**src/rtl/itp_pkg.sv**
```systemverilog
// Shared types, operator codes and character tables for the infix-to-postfix converter.
// No dependencies; imported by the controller, the datapath and the top level.
package itp_pkg;

    // Operator codes held on the stack
    localparam logic [2:0] CODE_NONE  = 3'd0;
    localparam logic [2:0] CODE_OPEN  = 3'd1;
    localparam logic [2:0] CODE_PLUS  = 3'd2;
    localparam logic [2:0] CODE_MINUS = 3'd3;
    localparam logic [2:0] CODE_MUL   = 3'd4;
    localparam logic [2:0] CODE_DIV   = 3'd5;

    localparam logic [7:0] CHAR_OPEN  = 8'h28;
    localparam logic [7:0] CHAR_CLOSE = 8'h29;
    localparam logic [7:0] CHAR_MUL   = 8'h2A;
    localparam logic [7:0] CHAR_PLUS  = 8'h2B;
    localparam logic [7:0] CHAR_MINUS = 8'h2D;
    localparam logic [7:0] CHAR_DIV   = 8'h2F;

    // Result status codes
    localparam logic [1:0] ST_OK        = 2'd0;
    localparam logic [1:0] ST_OVERFLOW  = 2'd1;
    localparam logic [1:0] ST_UNMATCHED = 2'd2;

    localparam int DATA_W = 16;

    typedef enum logic [1:0] {
        K_PASS,
        K_OPEN,
        K_CLOSE,
        K_OP
    } kind_t;

    typedef struct packed {
        logic load;
        logic emit;
        logic emit_input;
        logic push;
        logic pop;
        logic finish;
    } cmd_t;

    typedef struct packed {
        kind_t kind;
        logic  count_zero;
        logic  top_is_open;
        logic  pop_first;
        logic  end_flag;
        logic  pend_valid;
        logic  out_free;
    } sts_t;

    function automatic logic [2:0] char_to_code(input logic [7:0] c);
        logic [2:0] r;
        case (c)
            CHAR_OPEN:  r = CODE_OPEN;
            CHAR_PLUS:  r = CODE_PLUS;
            CHAR_MINUS: r = CODE_MINUS;
            CHAR_MUL:   r = CODE_MUL;
            CHAR_DIV:   r = CODE_DIV;
            default:    r = CODE_NONE;
        endcase
        return r;
    endfunction

    function automatic logic [7:0] code_to_char(input logic [2:0] code);
        logic [7:0] r;
        case (code)
            CODE_OPEN:  r = CHAR_OPEN;
            CODE_PLUS:  r = CHAR_PLUS;
            CODE_MINUS: r = CHAR_MINUS;
            CODE_MUL:   r = CHAR_MUL;
            CODE_DIV:   r = CHAR_DIV;
            default:    r = 8'd0;
        endcase
        return r;
    endfunction

    function automatic logic [1:0] code_rank(input logic [2:0] code);
        logic [1:0] r;
        case (code)
            CODE_OPEN:  r = 2'd1;
            CODE_PLUS:  r = 2'd2;
            CODE_MINUS: r = 2'd2;
            CODE_MUL:   r = 2'd3;
            CODE_DIV:   r = 2'd3;
            default:    r = 2'd0;
        endcase
        return r;
    endfunction

    function automatic kind_t char_kind(input logic [7:0] c);
        kind_t r;
        if (c == CHAR_CLOSE) begin
            r = K_CLOSE;
        end
        else if (c == CHAR_OPEN) begin
            r = K_OPEN;
        end
        else if (char_to_code(c) != CODE_NONE) begin
            r = K_OP;
        end
        else begin
            r = K_PASS;
        end
        return r;
    endfunction

endpackage

```
**src/rtl/itp_datapath.sv**
```systemverilog
// Datapath of the infix-to-postfix converter: request registers, operator stack,
// one-deep pending result and output register. Depends on itp_pkg.
module itp_datapath
    import itp_pkg::*;
#(
    parameter int STACK_DEPTH = 16
) (
    input  logic              clk,
    input  logic              rst_n,
    input  logic [7:0]        in_char,
    input  logic              in_end,
    input  cmd_t              cmd,
    output sts_t              sts,
    output logic              out_valid,
    input  logic              out_ready,
    output logic [DATA_W-1:0] out_data,   // [7:0] out_char, [9:8] status, rest zero
    output logic              out_user,   // has_char
    output logic              out_last    // last_of_run
);

    localparam int CW = $clog2(STACK_DEPTH + 1);
    localparam int AW = (STACK_DEPTH > 1) ? $clog2(STACK_DEPTH) : 1;
    localparam logic [CW-1:0] FULL = CW'(STACK_DEPTH);

    logic [7:0]    char_reg;
    logic          end_reg;
    kind_t         kind_reg;
    logic [2:0]    code_reg;
    logic [1:0]    status_reg;
    logic [1:0]    status_next;

    logic [CW-1:0] count_reg;
    logic [CW-1:0] count_next;
    logic [CW-1:0] open_reg;
    logic [2:0]    top_reg;
    logic [2:0]    below_reg;
    logic [2:0]    op_stack [STACK_DEPTH];

    logic          push_ok;
    logic          wr_en;
    logic [CW-1:0] wr_full;
    logic [CW-1:0] rd_full;
    logic [AW-1:0] wr_addr;
    logic [AW-1:0] rd_addr;

    logic          pend_valid_reg;
    logic [7:0]    pend_char_reg;
    logic          out_valid_reg;
    logic [7:0]    out_char_reg;
    logic          out_has_reg;
    logic [1:0]    out_status_reg;
    logic          out_last_reg;

    logic [7:0]    emit_char;
    logic [2:0]    in_code;
    kind_t         in_kind;

    assign in_code = char_to_code(in_char);
    assign in_kind = char_kind(in_char);

    // Status of the request is fixed at load: an unmatched close is known from
    // the open count, an overflow only happens when no pop precedes the push.
    always_comb
    begin
        status_next = ST_OK;
        case (in_kind)
            K_CLOSE:
            begin
                if (open_reg == '0) begin
                    status_next = ST_UNMATCHED;
                end
            end
            K_OPEN:
            begin
                if (count_reg == FULL) begin
                    status_next = ST_OVERFLOW;
                end
            end
            K_OP:
            begin
                if ((count_reg == FULL) && (code_rank(in_code) > code_rank(top_reg))) begin
                    status_next = ST_OVERFLOW;
                end
            end
            default:
            begin
                status_next = ST_OK;
            end
        endcase
    end

    always_ff @(posedge clk)
    begin
        if (cmd.load) begin
            char_reg   <= in_char;
            end_reg    <= in_end;
            kind_reg   <= in_kind;
            code_reg   <= in_code;
            status_reg <= status_next;
        end
    end

    // Stack: top in a register, the rest in memory; below_reg tracks the entry under top.
    assign push_ok = cmd.push && (count_reg != FULL);
    assign wr_en   = push_ok && (count_reg != '0);
    assign wr_full = count_reg - CW'(1);
    assign wr_addr = wr_full[AW-1:0];

    always_comb
    begin
        count_next = count_reg;
        if (push_ok) begin
            count_next = count_reg + CW'(1);
        end
        else if (cmd.pop) begin
            count_next = count_reg - CW'(1);
        end
    end

    assign rd_full = count_next - CW'(2);
    assign rd_addr = rd_full[AW-1:0];

    always_ff @(posedge clk)
    begin
        if (wr_en) begin
            op_stack[wr_addr] <= top_reg;
        end
        if (wr_en && (wr_addr == rd_addr)) begin
            below_reg <= top_reg;
        end
        else begin
            below_reg <= op_stack[rd_addr];
        end
        if (push_ok) begin
            top_reg <= code_reg;
        end
        else if (cmd.pop) begin
            top_reg <= below_reg;
        end
    end

    always_ff @(posedge clk or negedge rst_n)
    begin
        if (!rst_n) begin
            count_reg <= '0;
            open_reg  <= '0;
        end
        else begin
            count_reg <= count_next;
            if (push_ok && (code_reg == CODE_OPEN)) begin
                open_reg <= open_reg + CW'(1);
            end
            else if (cmd.pop && (top_reg == CODE_OPEN)) begin
                open_reg <= open_reg - CW'(1);
            end
        end
    end

    // Result path: a new character waits in the pending slot until the next one
    // (or the end of the request) tells whether it is the last.
    assign emit_char = cmd.emit_input ? char_reg : code_to_char(top_reg);

    always_ff @(posedge clk or negedge rst_n)
    begin
        if (!rst_n) begin
            pend_valid_reg <= 1'b0;
            out_valid_reg  <= 1'b0;
        end
        else begin
            if (cmd.emit) begin
                pend_valid_reg <= 1'b1;
                if (pend_valid_reg) begin
                    out_valid_reg <= 1'b1;
                end
                else if (out_ready) begin
                    out_valid_reg <= 1'b0;
                end
            end
            else if (cmd.finish) begin
                pend_valid_reg <= 1'b0;
                out_valid_reg  <= 1'b1;
            end
            else if (out_ready) begin
                out_valid_reg <= 1'b0;
            end
        end
    end

    always_ff @(posedge clk)
    begin
        if (cmd.emit) begin
            pend_char_reg <= emit_char;
            if (pend_valid_reg) begin
                out_char_reg   <= pend_char_reg;
                out_has_reg    <= 1'b1;
                out_status_reg <= status_reg;
                out_last_reg   <= 1'b0;
            end
        end
        else if (cmd.finish) begin
            out_char_reg   <= pend_valid_reg ? pend_char_reg : 8'd0;
            out_has_reg    <= pend_valid_reg;
            out_status_reg <= status_reg;
            out_last_reg   <= 1'b1;
        end
    end

    assign out_valid = out_valid_reg;
    assign out_data  = {{(DATA_W - 10){1'b0}}, out_status_reg, out_char_reg};
    assign out_user  = out_has_reg;
    assign out_last  = out_last_reg;

    assign sts.kind        = kind_reg;
    assign sts.count_zero  = (count_reg == '0);
    assign sts.top_is_open = (top_reg == CODE_OPEN);
    assign sts.pop_first   = (code_rank(code_reg) <= code_rank(top_reg));
    assign sts.end_flag    = end_reg;
    assign sts.pend_valid  = pend_valid_reg;
    assign sts.out_free    = !out_valid_reg || out_ready;

endmodule

```
**src/rtl/itp_ctrl.sv**
```systemverilog
// Controller of the infix-to-postfix converter: sequences load, pops, pushes and
// result emission for one request at a time. Depends on itp_pkg.
module itp_ctrl
    import itp_pkg::*;
(
    input  logic clk,
    input  logic rst_n,
    input  logic in_valid,
    output logic in_ready,
    input  sts_t sts,
    output cmd_t cmd
);

    typedef enum logic [1:0] {
        S_IDLE,
        S_WORK,
        S_END
    } state_t;

    state_t state_reg;
    state_t state_next;
    logic   emit_ok;

    // A new character may enter the pending slot once the held one can move out.
    assign emit_ok  = !sts.pend_valid || sts.out_free;
    assign in_ready = (state_reg == S_IDLE);

    always_comb
    begin
        cmd        = '0;
        state_next = state_reg;
        case (state_reg)
            S_IDLE:
            begin
                if (in_valid) begin
                    cmd.load   = 1'b1;
                    state_next = S_WORK;
                end
            end
            S_WORK:
            begin
                case (sts.kind)
                    K_PASS:
                    begin
                        if (emit_ok) begin
                            cmd.emit       = 1'b1;
                            cmd.emit_input = 1'b1;
                            state_next     = S_END;
                        end
                    end
                    K_OPEN:
                    begin
                        cmd.push   = 1'b1;
                        state_next = S_END;
                    end
                    K_CLOSE:
                    begin
                        if (sts.count_zero) begin
                            state_next = S_END;
                        end
                        else if (sts.top_is_open) begin
                            cmd.pop    = 1'b1;
                            state_next = S_END;
                        end
                        else if (emit_ok) begin
                            cmd.emit = 1'b1;
                            cmd.pop  = 1'b1;
                        end
                    end
                    K_OP:
                    begin
                        if (!sts.count_zero && sts.pop_first) begin
                            if (emit_ok) begin
                                cmd.emit = 1'b1;
                                cmd.pop  = 1'b1;
                            end
                        end
                        else begin
                            cmd.push   = 1'b1;
                            state_next = S_END;
                        end
                    end
                    default:
                    begin
                        state_next = S_END;
                    end
                endcase
            end
            S_END:
            begin
                if (sts.end_flag && !sts.count_zero) begin
                    if (emit_ok) begin
                        cmd.emit = 1'b1;
                        cmd.pop  = 1'b1;
                    end
                end
                else if (sts.out_free) begin
                    cmd.finish = 1'b1;
                    state_next = S_IDLE;
                end
            end
            default:
            begin
                state_next = S_IDLE;
            end
        endcase
    end

    always_ff @(posedge clk or negedge rst_n)
    begin
        if (!rst_n) begin
            state_reg <= S_IDLE;
        end
        else begin
            state_reg <= state_next;
        end
    end

endmodule

```
**src/rtl/infix_to_postfix_converter.sv**
```systemverilog
// Top level of the infix-to-postfix converter (shunting-yard scheme).
// Instantiates itp_ctrl and itp_datapath; depends on itp_pkg.
//
// Usage:
//   Input stream (s_*): one expression character per request in s_tdata[7:0],
//   s_tlast marks the final character of the expression; the operator stack
//   is flushed after it. A request is taken when s_tvalid and s_tready are high.
//   Output stream (m_*): one or more results per request. m_tdata[7:0] holds the
//   postfix character, m_tdata[9:8] the status (ok, overflow, unmatched close),
//   m_tuser says a character is present, m_tlast marks the last result of the
//   request. A request that yields no character gives one status-only result.
//   The operator stack does one push or one pop per cycle, fewer while the
//   receiver stalls; each operator that a request emits from the stack is popped
//   in turn, and the matched open parenthesis is popped without an emit.
//   The block works on one request at a time; s_tready is high only between
//   requests, while the final result of the previous one may still wait.
//   Reset clears the stack count and all valid flags; the stack is empty.
//   When the receiver stalls, the output register and a one-deep pending slot
//   hold results and the controller waits; nothing is dropped.
module infix_to_postfix_converter
    import itp_pkg::*;
#(
    parameter int STACK_DEPTH = 16
) (
    input  logic              clk,
    input  logic              rst_n,
    input  logic              s_tvalid,
    output logic              s_tready,
    input  logic [7:0]        s_tdata,    // [7:0] in_char
    input  logic              s_tlast,    // end_of_expr
    output logic              m_tvalid,
    input  logic              m_tready,
    output logic [DATA_W-1:0] m_tdata,    // [7:0] out_char, [9:8] status, [15:10] zero
    output logic              m_tuser,    // has_char
    output logic              m_tlast     // last_of_run
);

    cmd_t cmd;
    sts_t sts;

    // Sequence each request through load, pops, push and the final result.
    itp_ctrl u_ctrl (
        .clk      (clk),
        .rst_n    (rst_n),
        .in_valid (s_tvalid),
        .in_ready (s_tready),
        .sts      (sts),
        .cmd      (cmd)
    );

    // Hold the stack and drive the result stream.
    itp_datapath #(
        .STACK_DEPTH (STACK_DEPTH)
    ) u_datapath (
        .clk       (clk),
        .rst_n     (rst_n),
        .in_char   (s_tdata),
        .in_end    (s_tlast),
        .cmd       (cmd),
        .sts       (sts),
        .out_valid (m_tvalid),
        .out_ready (m_tready),
        .out_data  (m_tdata),
        .out_user  (m_tuser),
        .out_last  (m_tlast)
    );

`ifndef SYNTHESIS
    // Never overwrite an output result that has not been taken.
    a_finish_room: assert property (@(posedge clk) disable iff (!rst_n)
        cmd.finish |-> sts.out_free)
        else $error("final result written over a held result");

    a_emit_room: assert property (@(posedge clk) disable iff (!rst_n)
        (cmd.emit && sts.pend_valid) |-> sts.out_free)
        else $error("pending result moved over a held result");

    // A new request starts only with the pending slot drained.
    a_idle_drained: assert property (@(posedge clk) disable iff (!rst_n)
        s_tready |-> !sts.pend_valid)
        else $error("request accepted while a result is pending");

    // Only the last result of a request may be status-only.
    a_mid_has_char: assert property (@(posedge clk) disable iff (!rst_n)
        (m_tvalid && !m_tlast) |-> m_tuser)
        else $error("status-only result before the end of a request");
`endif

endmodule
```
**config.mk**
```make
export PLATFORM = sky130hd
export DESIGN_NAME = infix_to_postfix_converter
export DESIGN_NICKNAME = d
export VERILOG_FILES = /design/src/rtl/itp_pkg.sv /design/src/rtl/itp_datapath.sv /design/src/rtl/itp_ctrl.sv /design/src/rtl/infix_to_postfix_converter.sv
export SDC_FILE = /design/constraint.sdc
export NUM_CORES = 1
export LEC_CHECK = 0
export BUFFER_PORTS_ARGS = -buffer_cell sky130_fd_sc_hd__buf_2
export CAP_MARGIN = 20
export CORE_ASPECT_RATIO = 1.2
export CORE_MARGIN = 2
export CORE_UTILIZATION = 50
export CTS_BUF_LIST = sky130_fd_sc_hd__clkbuf_16
export CTS_CLUSTER_DIAMETER = 200
export DETAILED_ROUTE_END_ITERATION = 12
export HOLD_SLACK_MARGIN = 0.12
export PLACE_DENSITY = 0.68
export SYNTH_ARGS = -nofsm -noshare
export SYNTH_HDL_FRONTEND = slang
export SYNTH_SLANG_ARGS = --single-unit
```
**constraint.sdc**
```tcl
create_clock -name clk -period 8.3 [get_ports clk]
set_input_delay 0.415 -clock clk [delete_from_list [all_inputs] [get_ports clk]]
set_output_delay 0.415 -clock clk [all_outputs]
set_load 0.005 [all_outputs]
```
==> results.json <==
{
  "status": "finished clean",
  "worstPathArrival_ns": 4.34,
  "swShare_pct": 34.3,
  "globalplace.congestion": 0.891,
  "final_net_count": 418,
  "ys_types": 62,
  "grt_pass1_vias": 2818,
  "grt_max_degree": 24,
  "tightest_slew_ns": 0.990,
  "avgSynthCellArea_sq_um": 13.7,
  "power_switching_mw": 0.658,
  "clk-insertion-delay-late_ns": 0.34,
  "cp_data_required_time_ns": 8.57,
  "h-tree-depth": 3,
  "regMostFlops": "u_datapath.op_stack",
  "grt_usage_pct": 18.2,
  "dp_hpwl_mm": 6.65,
  "start_kind": "flop",
  "worst_r2r_path_depth": 13,
  "synth_warnings": 0,
  "ioPinCount": 33,
  "reg2reg_slack_ns": 4.23,
  "fp.dieW_um": 94.8,
  "drtIter0Drc": 211,
  "synthTopCellsByArea": "edfxtp_1 (53%), dfrtp_1 (7.1%), mux4_2 (6.8%)",
  "portBuffers": 26,
  "r2r_start": "u_datapath.top_reg[1]",
  "crit_end": "u_datapath.open_reg[4]",
  "clock_sinks": 105,
  "dr_total_vias": 2820,
  "layout-drive-gt1-share_pct": 18.1,
  "grt_setup_unrepaired": "no",
  "routed_via_density": 5.47,
  "remaining_drc_errors": 0,
  "synthTopCellsByCount": "edfxtp_1 (87), nand2_1 (34), and2_1 (21), ha_1 (16), mux4_2 (15)",
  "final.setup.tns_ns": 0,
  "drv_cap": 0,
  "p_per_area_nw_per_um2": 353,
  "cts_made_buffers": 9,
  "totalWireLength_mm": 8.96,
  "antenna_found_initial": 0,
  "ir_worst_vdd_mv": 0.155,
  "drtPass1Iterations": 4,
  "max_freq_mhz": 246,
  "dieArea_sq_um": 10700,
  "setup_slack_ns": 4.23,
  "cp_max_fo": 23,
  "yosys.area.top_type": "edfxtp_1",
  "syn_inst": 361,
  "finalHoldViolCount": 0,
  "synth_edf_count": 87,
  "ys_ff_latch": 105,
  "diodes": 0,
  "dpl.cell_count": 499,
  "rows": 39,
  "wl_per_cell_um": 17.4,
  "fin_crit_ns": 4.07,
  "synth_ff_type": "edfxtp_1",
  "seq_area_frac_synth_pct": 61.5,
  "critPathLaunch": "u_datapath.top_reg[1]",
  "power.leakage_nw": 2.06,
  "end_kind": "flop",
  "final.fill_count": 759,
  "intPower_mw": 1.26,
  "dp_slack_ns": 4.26,
  "pwr-share-clk_pct": 19.7,
  "fp.dieH_um": 113,
  "slew_headroom_pct": 33.5,
  "comb_power_share_pct": 33.6,
  "whs_ns": 0.252,
  "gr-total-overflow": 0,
  "r2r_end": "u_datapath.open_reg[4]",
  "cts_resized": 0,
  "skew_ns": 0.00701,
  "fin_cells": 516,
  "root_buffer": "clkbuf_16",
  "min_period_over_period_pct": 49.1,
  "critical_path_class": "reg -> reg",
  "start_util_pct": 51.8,
  "async_reset_ff_share_pct": 13.3,
  "path_clk_slew_ns": 0.06,
  "cts_buffer_depth": 2,
  "hp-class": "in -> reg",
  "cts_tree": "yes",
  "final-max-slew-violation-count": 0,
  "p_seq_share_pct": 46.8,
  "area_delta_synth_final_pct": 9.81,
  "postRouteAntennaNets": 0,
  "setup_viol": 0,
  "grt_pass1_wl_mm": 14.5,
  "core_area_sq_um": 9560,
  "synth_area_sq_um": 4950,
  "synth.most_common_cell": "edfxtp_1",
  "largest_reg_flops": 48,
  "yosysTopAreaCellShare_pct": 52.8
}
==> per-layer routing <==
metal | wire, um | GRT usage (%) | share of wire [%]
met1 | 4010 | 24.6 | 45
met2 | 4500 | 29.8 | 50
met3 | 326 | 3.40 | 3.6
met4 | 117 | 6.28 | 1.3
met5 | 0 | 0 | 0
==> worst min path at each step <==
| stage | startpoint | end | slack (ns) | depth (start not counted) |
|---|---|---|---|---|
| after detailed placement | rst_n | u_datapath.open_reg[2] | 0.35 | 1 |
| final | s_tlast | u_datapath.end_reg | 0.25 | 1 |
| after global placement | rst_n | u_datapath.open_reg[2] | 0.35 | 1 |
| after floorplan | rst_n | u_ctrl.state_reg[0] | 0.12 | 0 |
| after CTS | s_tlast | u_datapath.end_reg | 0.25 | 1 |
| after global routing | s_tlast | u_datapath.end_reg | 0.25 | 1 |
==> cell families after synthesis <==
| family | count (synthesis) | synth area share [%] |
|---|---|---|
| compound gates | 51 | 7.23 |
| xor+xnor | 14 | 2.48 |
| fa+ha+maj | 17 | 4.45 |
| buf+inv | 31 | 3.06 |
| flops | 105 | 61.5 |
| mux | 20 | 7.91 |
| other cells | 1 | 0.0757 |
| simple gates | 122 | 13.3 |
==> metrics by stage <==
stage | total power, mW | cell area (sq um) | utilization, %
after detailed placement | 1.56 | 5160 | 54.0
final | 1.92 | 5440 | 56.8
after CTS | 1.93 | 5440 | 56.8
after global routing | 2.05 | 5440 | 56.8
after floorplan | 1.36 | 4970 | -
after global placement | 1.53 | 5160 | 54.0
==> worst max-delay path, cell delays in order (launching register included) <==
cell and delay (ns):
edfxtp_1 0.77, xor2_1 0.30, inv_1 0.10, ha_1 0.31, and3_1 0.15, a31oi_1 0.38
o2111a_2 0.33, nand3_1 0.23, fa_1 0.52, a21o_1 0.18, a21oi_1 0.15, o21ai_0 0.12
o31ai_1 0.28, xor2_1 0.17
==> layout make-up <==
cell class | count | area (sq um) | share of cell area [%]
clock buffer | 9 | 225 | 4.14
clock inverter | 7 | 38.8 | 0.713
inverter | 14 | 52.6 | 0.967
multi-input combinational | 230 | 1780 | 32.7
sequential | 105 | 3040 | 56.0
tap | 123 | 154 | 2.83
timing repair buffer | 28 | 148 | 2.72
==> cell usage in the layout (no fill, tap or decap), types with 3 or more instances in the layout <==
cell | Yosys | routed
a21o_1 | 4 | 4
a21oi_1 | 13 | 13
a31oi_1 | 6 | 6
and2_1 | 21 | 21
and3_1 | 10 | 10
buf_2 | 4 | 26
clkbuf_16 | 0 | 9
conb_1 | 1 | 6
dfrtp_1 | 14 | 14
dfxtp_1 | 4 | 4
edfxtp_1 | 87 | 87
ha_1 | 16 | 16
inv_1 | 14 | 15
mux2_2 | 3 | 3
mux4_2 | 15 | 15
nand2_1 | 34 | 34
nand2b_1 | 8 | 8
nand3_1 | 5 | 5
nor2_1 | 14 | 14
nor2b_1 | 4 | 4
nor3_1 | 6 | 6
o21ai_0 | 5 | 5
o21bai_1 | 3 | 3
or2_2 | 4 | 4
xnor2_1 | 8 | 8
xor2_1 | 6 | 6
==> power groups by stage <==
| stage | registers, mW | logic [mW] | clock network [mW] |
|---|---|---|---|
| 2_1_floorplan | 0.833 | 0.525 | 0 |
| 3_3_place_gp | 0.905 | 0.625 | 0 |
| 3_5_place_dp | 0.911 | 0.646 | 0 |
| 4_1_cts | 0.901 | 0.650 | 0.383 |
| 5_1_grt | 0.923 | 0.728 | 0.399 |
| 6_report | 0.896 | 0.644 | 0.377 |
==> what timing repair did <==
action | 4_1_cts | 5_1_grt
buffers inserted | 0 | 0
hold buffers | 1 | 0
endpoints found under the hold margin | 14 | 0
Note: power is estimated with default switching activity, not from simulation.
